==> src/rtl/core/cpr_pkg.sv <==
// ----------------------------------------------------------------------------
// cpr_pkg
// Types and constants of the clock page replacement block.
// ----------------------------------------------------------------------------
`default_nettype none

package cpr_pkg;

	localparam int PAGE_COUNT = 64;
	localparam int MAX_FRAMES = 16;
	localparam int PAGE_W     = 6;
	localparam int FRAME_W    = 4;
	localparam int CNT_W      = 5;
	localparam int FAULT_W    = 16;
	localparam int IN_TDATA_W  = 8;
	localparam int OUT_TDATA_W = 32;
	localparam int PADDR_W    = 3;

	localparam logic [CNT_W-1:0] FRAMES_RESET = CNT_W'(4);
	localparam logic [CNT_W-1:0] FRAMES_MAX   = CNT_W'(MAX_FRAMES);

	// register index, taken from paddr[2]
	localparam logic REG_FRAMES_IN_USE = 1'b0;

	typedef struct packed {
		logic               refd;
		logic               res;
		logic [FRAME_W-1:0] frame;
	} pent_t;

endpackage

`default_nettype wire

==> src/rtl/core/clock_page_replacement.sv <==
// ----------------------------------------------------------------------------
// clock_page_replacement
// Clock (second chance) page replacement engine with a page table memory and
// a frame table memory, driven by a read-modify-write sequencer.
// ----------------------------------------------------------------------------
// Usage:
//   Input stream s_*: one page reference per transaction, page in s_tdata.
//   Output stream m_*: one result per reference in m_tdata.
//   APB port: register 0 (byte address 0) is frames_in_use; write it only
//   while the block is idle.
// Sequencing:
//   A hit or a fault that fills a free frame passes from S_LOOK to S_OUT.
//   A fault that sweeps passes S_LOOK, then S_FRD and S_PRD once per hand
//   step, then S_WRN and S_OUT; each hand step costs one frame table
//   read followed by one page table read-modify-write.
//   One reference is in work at a time; the next is accepted once the
//   result has moved into the output register.
// Reset:
//   arst_n clears the page table valid bits (all pages not resident, not
//   referenced), the hand, the fill count and the fault counter at once.
// Stall:
//   A result waits in the output register while m_tready is low; the
//   sequencer holds its finished result until the register frees up.
// ----------------------------------------------------------------------------
`default_nettype none

module clock_page_replacement (
	input  wire logic                             clk,
	input  wire logic                             arst_n,
	// APB configuration
	input  wire logic                             psel,
	input  wire logic                             penable,
	input  wire logic                             pwrite,
	input  wire logic [cpr_pkg::PADDR_W-1:0]      paddr,
	input  wire logic [31:0]                      pwdata,
	output      logic [31:0]                      prdata,
	output      logic                             pready,
	// input stream
	input  wire logic                             s_tvalid,
	output      logic                             s_tready,
	input  wire logic [cpr_pkg::IN_TDATA_W-1:0]   s_tdata,  // [5:0] page
	// output stream
	output      logic                             m_tvalid,
	input  wire logic                             m_tready,
	// [0] hit, [4:1] frame_index, [5] evicted_valid, [11:6] evicted_page,
	// [27:12] fault_count
	output      logic [cpr_pkg::OUT_TDATA_W-1:0]  m_tdata
);

	import cpr_pkg::*;

	typedef enum logic [2:0] {
		S_IDLE,
		S_LOOK,
		S_FRD,
		S_PRD,
		S_WRN,
		S_OUT
	} state_t;

	state_t state_q;

	logic [CNT_W-1:0]   frames_cfg_q;
	logic [CNT_W-1:0]   n_act;
	logic [FRAME_W-1:0] hand_q;
	logic [FRAME_W-1:0] hand_eff;
	logic [FRAME_W-1:0] hand_nxt;
	logic [CNT_W-1:0]   filled_q;
	logic [FAULT_W-1:0] faults_q;
	logic [PAGE_W-1:0]  p_q;
	logic [PAGE_W-1:0]  q_q;

	logic               hit_q;
	logic [FRAME_W-1:0] frame_q;
	logic               evv_q;
	logic [PAGE_W-1:0]  evp_q;
	logic               m_tvalid_q;
	logic [OUT_TDATA_W-1:0] m_tdata_q;

	// page table memory with flip-flop valid bits
	pent_t              pmem [PAGE_COUNT];
	logic [PAGE_COUNT-1:0] pv_q;
	pent_t              prd_s1;
	logic               pv_s1;
	pent_t              pent;
	logic [PAGE_W-1:0]  pr_addr;
	logic               pw_en;
	logic [PAGE_W-1:0]  pw_addr;
	pent_t              pw_data;

	// frame table memory
	logic [PAGE_W-1:0]  fmem [MAX_FRAMES];
	logic [PAGE_W-1:0]  frd_s1;
	logic [FRAME_W-1:0] fr_addr;
	logic               fw_en;
	logic [FRAME_W-1:0] fw_addr;

	logic               s_acc;
	logic               cfg_wr;

	// ------------------------------------------------------------------
	// configuration
	// ------------------------------------------------------------------
	assign pready = 1'b1;
	assign cfg_wr = psel & penable & pwrite & pready & (paddr[2] == REG_FRAMES_IN_USE);

	always_ff @(posedge clk or negedge arst_n) begin
		if (!arst_n) begin
			frames_cfg_q <= FRAMES_RESET;
		end else if (cfg_wr) begin
			frames_cfg_q <= pwdata[CNT_W-1:0];
		end
	end

	always_comb begin
		prdata = '0;
		if (paddr[2] == REG_FRAMES_IN_USE) begin
			prdata = {{(32-CNT_W){1'b0}}, frames_cfg_q};
		end
	end

	always_comb begin
		n_act = frames_cfg_q;
		if (frames_cfg_q == '0) begin
			n_act = CNT_W'(1);
		end else if (frames_cfg_q > FRAMES_MAX) begin
			n_act = FRAMES_MAX;
		end
	end

	// ------------------------------------------------------------------
	// hand arithmetic
	// ------------------------------------------------------------------
	assign hand_eff = ({1'b0, hand_q} >= n_act) ? '0 : hand_q;
	assign hand_nxt = (({1'b0, hand_q} + CNT_W'(1)) == n_act) ? '0 : hand_q + FRAME_W'(1);

	// ------------------------------------------------------------------
	// memory ports
	// ------------------------------------------------------------------
	assign s_tready = (state_q == S_IDLE);
	assign s_acc    = s_tvalid & s_tready;
	assign pent     = pv_s1 ? prd_s1 : pent_t'('0);

	always_comb begin
		pr_addr = p_q;
		fr_addr = hand_q;
		pw_en   = 1'b0;
		pw_addr = p_q;
		pw_data = '{refd: 1'b1, res: 1'b1, frame: hand_q};
		fw_en   = 1'b0;
		fw_addr = hand_q;
		case (state_q)
			S_IDLE: begin
				pr_addr = s_tdata[PAGE_W-1:0];
			end
			S_LOOK: begin
				fr_addr = hand_eff;
				if (pent.res) begin
					pw_en   = 1'b1;
					pw_data = '{refd: 1'b1, res: 1'b1, frame: pent.frame};
				end else if (filled_q < n_act) begin
					pw_en   = 1'b1;
					pw_data = '{refd: 1'b1, res: 1'b1, frame: filled_q[FRAME_W-1:0]};
					fw_en   = 1'b1;
					fw_addr = filled_q[FRAME_W-1:0];
				end
			end
			S_FRD: begin
				pr_addr = frd_s1;
			end
			S_PRD: begin
				fr_addr = hand_nxt;
				pw_en   = 1'b1;
				pw_addr = q_q;
				if (pent.refd) begin
					pw_data = '{refd: 1'b0, res: pent.res, frame: pent.frame};
				end else begin
					pw_data = '{refd: 1'b0, res: 1'b0, frame: pent.frame};
				end
			end
			S_WRN: begin
				pw_en = 1'b1;
				fw_en = 1'b1;
			end
			default: begin
			end
		endcase
	end

	always_ff @(posedge clk) begin
		if (pw_en) begin
			pmem[pw_addr] <= pw_data;
		end
		prd_s1 <= pmem[pr_addr];
	end

	always_ff @(posedge clk or negedge arst_n) begin
		if (!arst_n) begin
			pv_q  <= '0;
			pv_s1 <= 1'b0;
		end else begin
			if (pw_en) begin
				pv_q[pw_addr] <= 1'b1;
			end
			pv_s1 <= pv_q[pr_addr];
		end
	end

	always_ff @(posedge clk) begin
		if (fw_en) begin
			fmem[fw_addr] <= p_q;
		end
		frd_s1 <= fmem[fr_addr];
	end

	// ------------------------------------------------------------------
	// sequencer
	// ------------------------------------------------------------------
	always_ff @(posedge clk or negedge arst_n) begin
		if (!arst_n) begin
			state_q    <= S_IDLE;
			hand_q     <= '0;
			filled_q   <= '0;
			faults_q   <= '0;
			p_q        <= '0;
			q_q        <= '0;
			hit_q      <= 1'b0;
			frame_q    <= '0;
			evv_q      <= 1'b0;
			evp_q      <= '0;
			m_tvalid_q <= 1'b0;
			m_tdata_q  <= '0;
		end else begin
			if (m_tvalid_q && m_tready && (state_q != S_OUT)) begin
				m_tvalid_q <= 1'b0;
			end
			case (state_q)
				S_IDLE: begin
					if (s_acc) begin
						p_q     <= s_tdata[PAGE_W-1:0];
						state_q <= S_LOOK;
					end
				end
				S_LOOK: begin
					evv_q <= 1'b0;
					evp_q <= '0;
					if (pent.res) begin
						hit_q   <= 1'b1;
						frame_q <= pent.frame;
						state_q <= S_OUT;
					end else begin
						hit_q <= 1'b0;
						if (faults_q != '1) begin
							faults_q <= faults_q + FAULT_W'(1);
						end
						if (filled_q < n_act) begin
							frame_q  <= filled_q[FRAME_W-1:0];
							filled_q <= filled_q + CNT_W'(1);
							state_q  <= S_OUT;
						end else begin
							hand_q  <= hand_eff;
							state_q <= S_FRD;
						end
					end
				end
				S_FRD: begin
					q_q     <= frd_s1;
					state_q <= S_PRD;
				end
				S_PRD: begin
					if (pent.refd) begin
						hand_q  <= hand_nxt;
						state_q <= S_FRD;
					end else begin
						frame_q <= hand_q;
						evv_q   <= 1'b1;
						evp_q   <= q_q;
						state_q <= S_WRN;
					end
				end
				S_WRN: begin
					state_q <= S_OUT;
				end
				S_OUT: begin
					if (!m_tvalid_q || m_tready) begin
						m_tvalid_q <= 1'b1;
						m_tdata_q  <= {{(OUT_TDATA_W-FAULT_W-PAGE_W-FRAME_W-2){1'b0}},
							faults_q, evp_q, evv_q, frame_q, hit_q};
						state_q    <= S_IDLE;
					end
				end
				default: begin
					state_q <= S_IDLE;
				end
			endcase
		end
	end

	assign m_tvalid = m_tvalid_q;
	assign m_tdata  = m_tdata_q;

	// ------------------------------------------------------------------
	// assertions
	// ------------------------------------------------------------------
	a_filled_bound: assert property (@(posedge clk) disable iff (!arst_n)
		filled_q <= FRAMES_MAX)
		else $error("fill count beyond frame capacity");

	a_faults_mono: assert property (@(posedge clk) disable iff (!arst_n)
		faults_q >= $past(faults_q))
		else $error("fault counter went backwards");

	a_hit_no_evict: assert property (@(posedge clk) disable iff (!arst_n)
		m_tvalid && m_tdata[0] |-> !m_tdata[5])
		else $error("hit result carries an eviction");

	a_hand_in_range: assert property (@(posedge clk) disable iff (!arst_n)
		(state_q == S_FRD) || (state_q == S_PRD) |-> ({1'b0, hand_q} < n_act))
		else $error("clock hand outside managed frames during sweep");

endmodule

`default_nettype wire

==> config.mk <==
export PLATFORM = sky130hd
export DESIGN_NAME = clock_page_replacement
export DESIGN_NICKNAME = d
export VERILOG_FILES = /design/src/rtl/core/cpr_pkg.sv /design/src/rtl/core/clock_page_replacement.sv
export SDC_FILE = /design/constraint.sdc
export NUM_CORES = 1
export LEC_CHECK = 0
export ABC_AREA = 1
export BUFFER_PORTS_ARGS = -buffer_cell sky130_fd_sc_hd__buf_2
export CELL_PAD_IN_SITES_DETAIL_PLACEMENT = 1
export CELL_PAD_IN_SITES_GLOBAL_PLACEMENT = 1
export CORE_MARGIN = 2
export CORE_UTILIZATION = 50
export CTS_CLUSTER_DIAMETER = 100
export DETAILED_ROUTE_END_ITERATION = 7
export HOLD_SLACK_MARGIN = 0.03
export PLACE_DENSITY = 0.86
export RECOVER_POWER = 50
export SLEW_MARGIN = 5
export SYNTH_ARGS = -nofsm -noshare
export SYNTH_HDL_FRONTEND = slang
export SYNTH_SLANG_ARGS = --single-unit
==> constraint.sdc <==
create_clock -name clk -period 6.52 [get_ports clk]
set_clock_uncertainty 0.2 [all_clocks]
set_input_delay 0.652 -clock clk [delete_from_list [all_inputs] [get_ports clk]]
set_output_delay 0.652 -clock clk [all_outputs]
set_load 0.02 [all_outputs]
==> impl_metrics.prom <==
# TYPE chip_impl_metric gauge
chip_impl_metric{name="timing.max_cap.violations",unit=""} 6
chip_impl_metric{name="netlist_instances",unit=""} 2623
chip_impl_metric{name="worst-path-stages",unit=""} 10
chip_impl_metric{name="drt-wirelength-per-cell",unit="um"} 22.59
chip_impl_metric{name="ctsLongestPathBuffers",unit=""} 3
chip_impl_metric{name="grt_first_pass_wirelength",unit="um"} 121600
chip_impl_metric{name="grt_start_max_net_pins",unit=""} 174
chip_impl_metric{name="core_area",unit="um2"} 56060
chip_impl_metric{name="core.rowCount",unit=""} 87
chip_impl_metric{name="cts.hold.buffers_added",unit=""} 1
chip_impl_metric{name="fp.dieW",unit="um"} 241.6
chip_impl_info{name="synth_top_family_by_area",value="simple AND/OR/NAND/NOR gates"} 1
chip_impl_metric{name="timing.reg2reg.setup_slack",unit="ns"} 1.54
chip_impl_metric{name="synth.ff_latch_count",unit=""} 643
chip_impl_metric{name="cts_buffers",unit=""} 68
chip_impl_info{name="timing.critical_path.cells",value="inv_1 -> nand2_1 -> ha_1 -> a21oi_1 -> o21a_1 -> nand2_1 -> nand3_1 -> nand2_1 -> o31ai_1 -> buf_4"} 1
chip_impl_metric{name="globalRouteOverflowTotal",unit=""} 0
chip_impl_metric{name="grt_pass1_vias",unit=""} 21330
chip_impl_metric{name="port-buffer-count",unit=""} 53
chip_impl_metric{name="timing.max_slew.rel_slack",unit=""} -1.259
chip_impl_metric{name="fmaxAchievable",unit="MHz"} 200.9
chip_impl_info{name="cts-root-buf",value="clkbuf_16"} 1
chip_impl_metric{name="hold_violations",unit=""} 0
chip_impl_info{name="cell_types_occupying_the_most_area_after_synthesis",value="edfxtp_1 51%, dfrtp_1 13%, nand3_1 6.1%"} 1
chip_impl_metric{name="n_antenna_cell",unit=""} 0
chip_impl_info{name="layout.cells.most_common",value="edfxtp_1"} 1
chip_impl_info{name="critical-path-top-cell-by-count",value="nand2_1"} 1
chip_impl_metric{name="die_area",unit="um2"} 58380
chip_impl_metric{name="synth_seq_area_share",unit=""} 0.6530
chip_impl_metric{name="slew_viol_final",unit=""} 224
chip_impl_metric{name="yosys.area_share.simple",unit=""} 0.1522
chip_impl_metric{name="synth_area_in_compound_gates",unit=""} 0.09614
chip_impl_metric{name="crit_buf_inv",unit=""} 2
chip_impl_metric{name="synth_largest_type_area_fraction",unit=""} 0.5106
chip_impl_metric{name="post_cts.resized_instances",unit=""} 0
chip_impl_metric{name="cts-htree-levels",unit=""} 3
chip_impl_info{name="critPathLaunch",value="frames_cfg_q[4]$_DFFE_PN0P_"} 1
chip_impl_metric{name="grt.met3_usage",unit=""} 0.04295
chip_impl_metric{name="syn_to_final_growth",unit="%"} 9.317
chip_impl_metric{name="worst-endpoint-arrival",unit="ns"} 5.12
chip_impl_metric{name="synth.mux.area_fraction",unit=""} 0.002393
chip_impl_metric{name="design.final.nets",unit=""} 2684
chip_impl_metric{name="insertion_delay",unit="ns"} 0.64
chip_impl_info{name="min_from",value="pwdata[2]"} 1
chip_impl_metric{name="synth-adder-area-share",unit=""} 0.004875
chip_impl_metric{name="die_h",unit="um"} 241.6
chip_impl_metric{name="design.portCount",unit=""} 117
chip_impl_metric{name="final_layout_size_suffix_gt1_frac",unit=""} 0.06495
chip_impl_info{name="type_of_the_worst_setup_path",value="flop to flop"} 1
chip_impl_metric{name="routed_via_density",unit=""} 5.797
chip_impl_metric{name="power_density_over_the_cells",unit="nW/um2"} 566.0
chip_impl_info{name="cp-end-kind",value="flop"} 1
chip_impl_metric{name="tns",unit="ns"} 0
chip_impl_info{name="worst_hold_path.endpoint",value="frames_cfg_q[2]$_DFFE_PN1P_"} 1
chip_impl_metric{name="initial_utilization",unit=""} 0.5036
chip_impl_metric{name="register_to_register_path_depth",unit=""} 10
chip_impl_info{name="r2r_start",value="frames_cfg_q[4]$_DFFE_PN0P_"} 1
chip_impl_metric{name="synth-edff-count",unit=""} 480
chip_impl_info{name="run_status",value="finished with violations"} 1
chip_impl_metric{name="synthesis.area",unit="um2"} 28230
chip_impl_metric{name="postCtsSetupBuffers",unit=""} 0
chip_impl_metric{name="firstDrtPassIters",unit=""} 5
chip_impl_metric{name="max_slew.worst_pin.slew",unit="ns"} 3.389
chip_impl_metric{name="synthXorXnorAreaFrac",unit=""} 0.005895
chip_impl_info{name="gr-max-usage-layer",value="met2"} 1
chip_impl_metric{name="routability_cong",unit=""} 0.8804
chip_impl_info{name="cts_tree",value="done"} 1
chip_impl_metric{name="setup_viol",unit=""} 0
chip_impl_metric{name="worst_ep_required_time",unit="ns"} 6.66
chip_impl_metric{name="whs",unit="ns"} 0.06505
chip_impl_info{name="violations",value="capacitance limit, slew limit"} 1
chip_impl_metric{name="drt_iter0_drc",unit=""} 2085
chip_impl_info{name="critical_path.top_delay_family",value="compound AO/OA/AOI/OAI gates"} 1
chip_impl_metric{name="yosys_warnings",unit=""} 0
chip_impl_metric{name="hold-path-cell-count",unit=""} 3
chip_impl_metric{name="drt-total-wl",unit="um"} 77600
chip_impl_metric{name="number_of_unique_standard_cell_types_used_by_synthesis",unit=""} 54
chip_impl_metric{name="p_leak",unit="uW"} 0.01219
chip_impl_metric{name="period_minus_slack",unit="ns"} 4.978
chip_impl_metric{name="global_route.usage.met1",unit=""} 0.3353
chip_impl_metric{name="detailroute.via_count",unit=""} 19910
chip_impl_info{name="most_frequent_cells_in_the_layout",value="480 x edfxtp_1, 404 x nand2_1, 344 x nand3_1, 340 x inv_1, 181 x o21ai_0"} 1
chip_impl_metric{name="clkSlewWorstSetupHoldPaths",unit="ns"} 0.06
chip_impl_metric{name="route.antenna.remaining_nets",unit=""} 0
chip_impl_metric{name="clock-sinks",unit=""} 643
chip_impl_metric{name="antenna_found_initial",unit=""} 0
chip_impl_metric{name="ys_async_sr_fraction",unit=""} 0.2348
chip_impl_metric{name="vdd_ir_drop_max",unit="mV"} 0.4187
chip_impl_info{name="setup.worst_path.start_class",value="flop"} 1
chip_impl_info{name="destination_of_the_worst_register_to_register_timing_path",value="pmem[14][3]$_DFFE_PP_"} 1
chip_impl_metric{name="post-route-util",unit=""} 0.5505
chip_impl_info{name="synth_area_leader_cell",value="edfxtp_1"} 1
chip_impl_metric{name="critical_path.max_fanout",unit=""} 48
chip_impl_metric{name="timing.final.crit_share",unit=""} 0.7635
chip_impl_metric{name="synth_area_per_cell",unit="um2"} 10.76
chip_impl_metric{name="grt.total_usage",unit=""} 0.2658
chip_impl_info{name="rsz0062_at_grt",value="no"} 1
chip_impl_info{name="critPathSlowestCell",value="o31ai_1"} 1
chip_impl_metric{name="remaining_drc_errors",unit=""} 0
chip_impl_info{name="hp-class",value="input port to flop"} 1
chip_impl_info{name="ys.flop_type",value="edfxtp_1"} 1
chip_impl_metric{name="gr-usage-met2",unit=""} 0.4486
chip_impl_metric{name="critPathMaxStageDelay",unit="ns"} 1.78
chip_impl_metric{name="dpl.hpwl",unit="um"} 46430
[metal layers]
metal / wire, um / vias to the layer above
met2: 38760 / 763
met1: 30740 / 10010
met4: 3109 / 0
met3: 4999 / 207
met5: 0 / -
li1: - / 8929
[how the worst max path moves through the flow]
stage / end
detailed placement: pmem[4][2]$_DFFE_PP_
global route: pmem[16][3]$_DFFE_PP_
floorplan: pmem[0][2]$_DFFE_PP_
global placement: pmem[0][2]$_DFFE_PP_
finish: pmem[14][3]$_DFFE_PP_
CTS: pmem[4][5]$_DFFE_PP_
[cells by family after synthesis]
family	Yosys count
xor gates and xnor gates	19
buffers and inverters	523
AOI/OAI and AO/OA	464
other	2
and+or+nand+nor	955
adders and majority gates	11
DFF	643
muxes	6
[worst register-to-register path, cell delays in order, from the launching register on]
cell	delay [ns]
dfrtp_1	0.44
inv_1	0.30
nand2_1	0.22
ha_1	0.34
a21oi_1	0.13
o21a_1	0.16
nand2_1	0.15
nand3_1	0.10
nand2_1	0.10
o31ai_1	1.78
buf_4	0.73
[report_power, final]
part / total, uW / switching (uW) / internal [uW]
clock network: 4020 / 1680 / 2350
registers: 6050 / 401 / 5650
logic: 7390 / 5600 / 1790
[cells in the mapped netlist (6+ instances only)]
library cell and instances:
nand4_1 17, xor2_1 19, or2_1 23, o21ai_0 179
dfxtp_1 12, ha_1 11, a21oi_1 116, buf_4 51
nor2_2 6, o211ai_1 112, edfxtp_1 480, inv_1 338
dfrtp_1 150, nand2_1 400, nand3_1 342, o21bai_1 8
nor2_1 138, clkbuf_1 17, a31oi_1 8, o21ai_1 23
mux2_2 6, inv_2 12, buf_2 81, buf_6 18
[flip-flops by register name (all words and copies together), names as in the netlist, 16 cells and up]
name,count
fmem,96
pmem,384
pv_q,64
m_tdata,28
faults_q,16
[cell type report]
type                       count  area [um2]
clock inverter                27       380.4
clock buffer                  99        1918
timing repair buffer          72       397.9
inverter                     351        1319
fill                        5974       25200
sequential                   643       18430
tap                          756       945.9
multi-input combinational   1487        7465
[stage by stage]
step	instance area, um2	setup slack, ns	total power, uW	std cells
detailed placement	28730	2.171	13270	3308
floorplan	28340	1.352	11030	2653
finish	30860	1.542	17470	3435
CTS	31040	2.147	17450	3435
global placement	28730	2.431	12790	3308
global route	30860	1.093	18350	3435
Power figures use the tool's default switching activity.
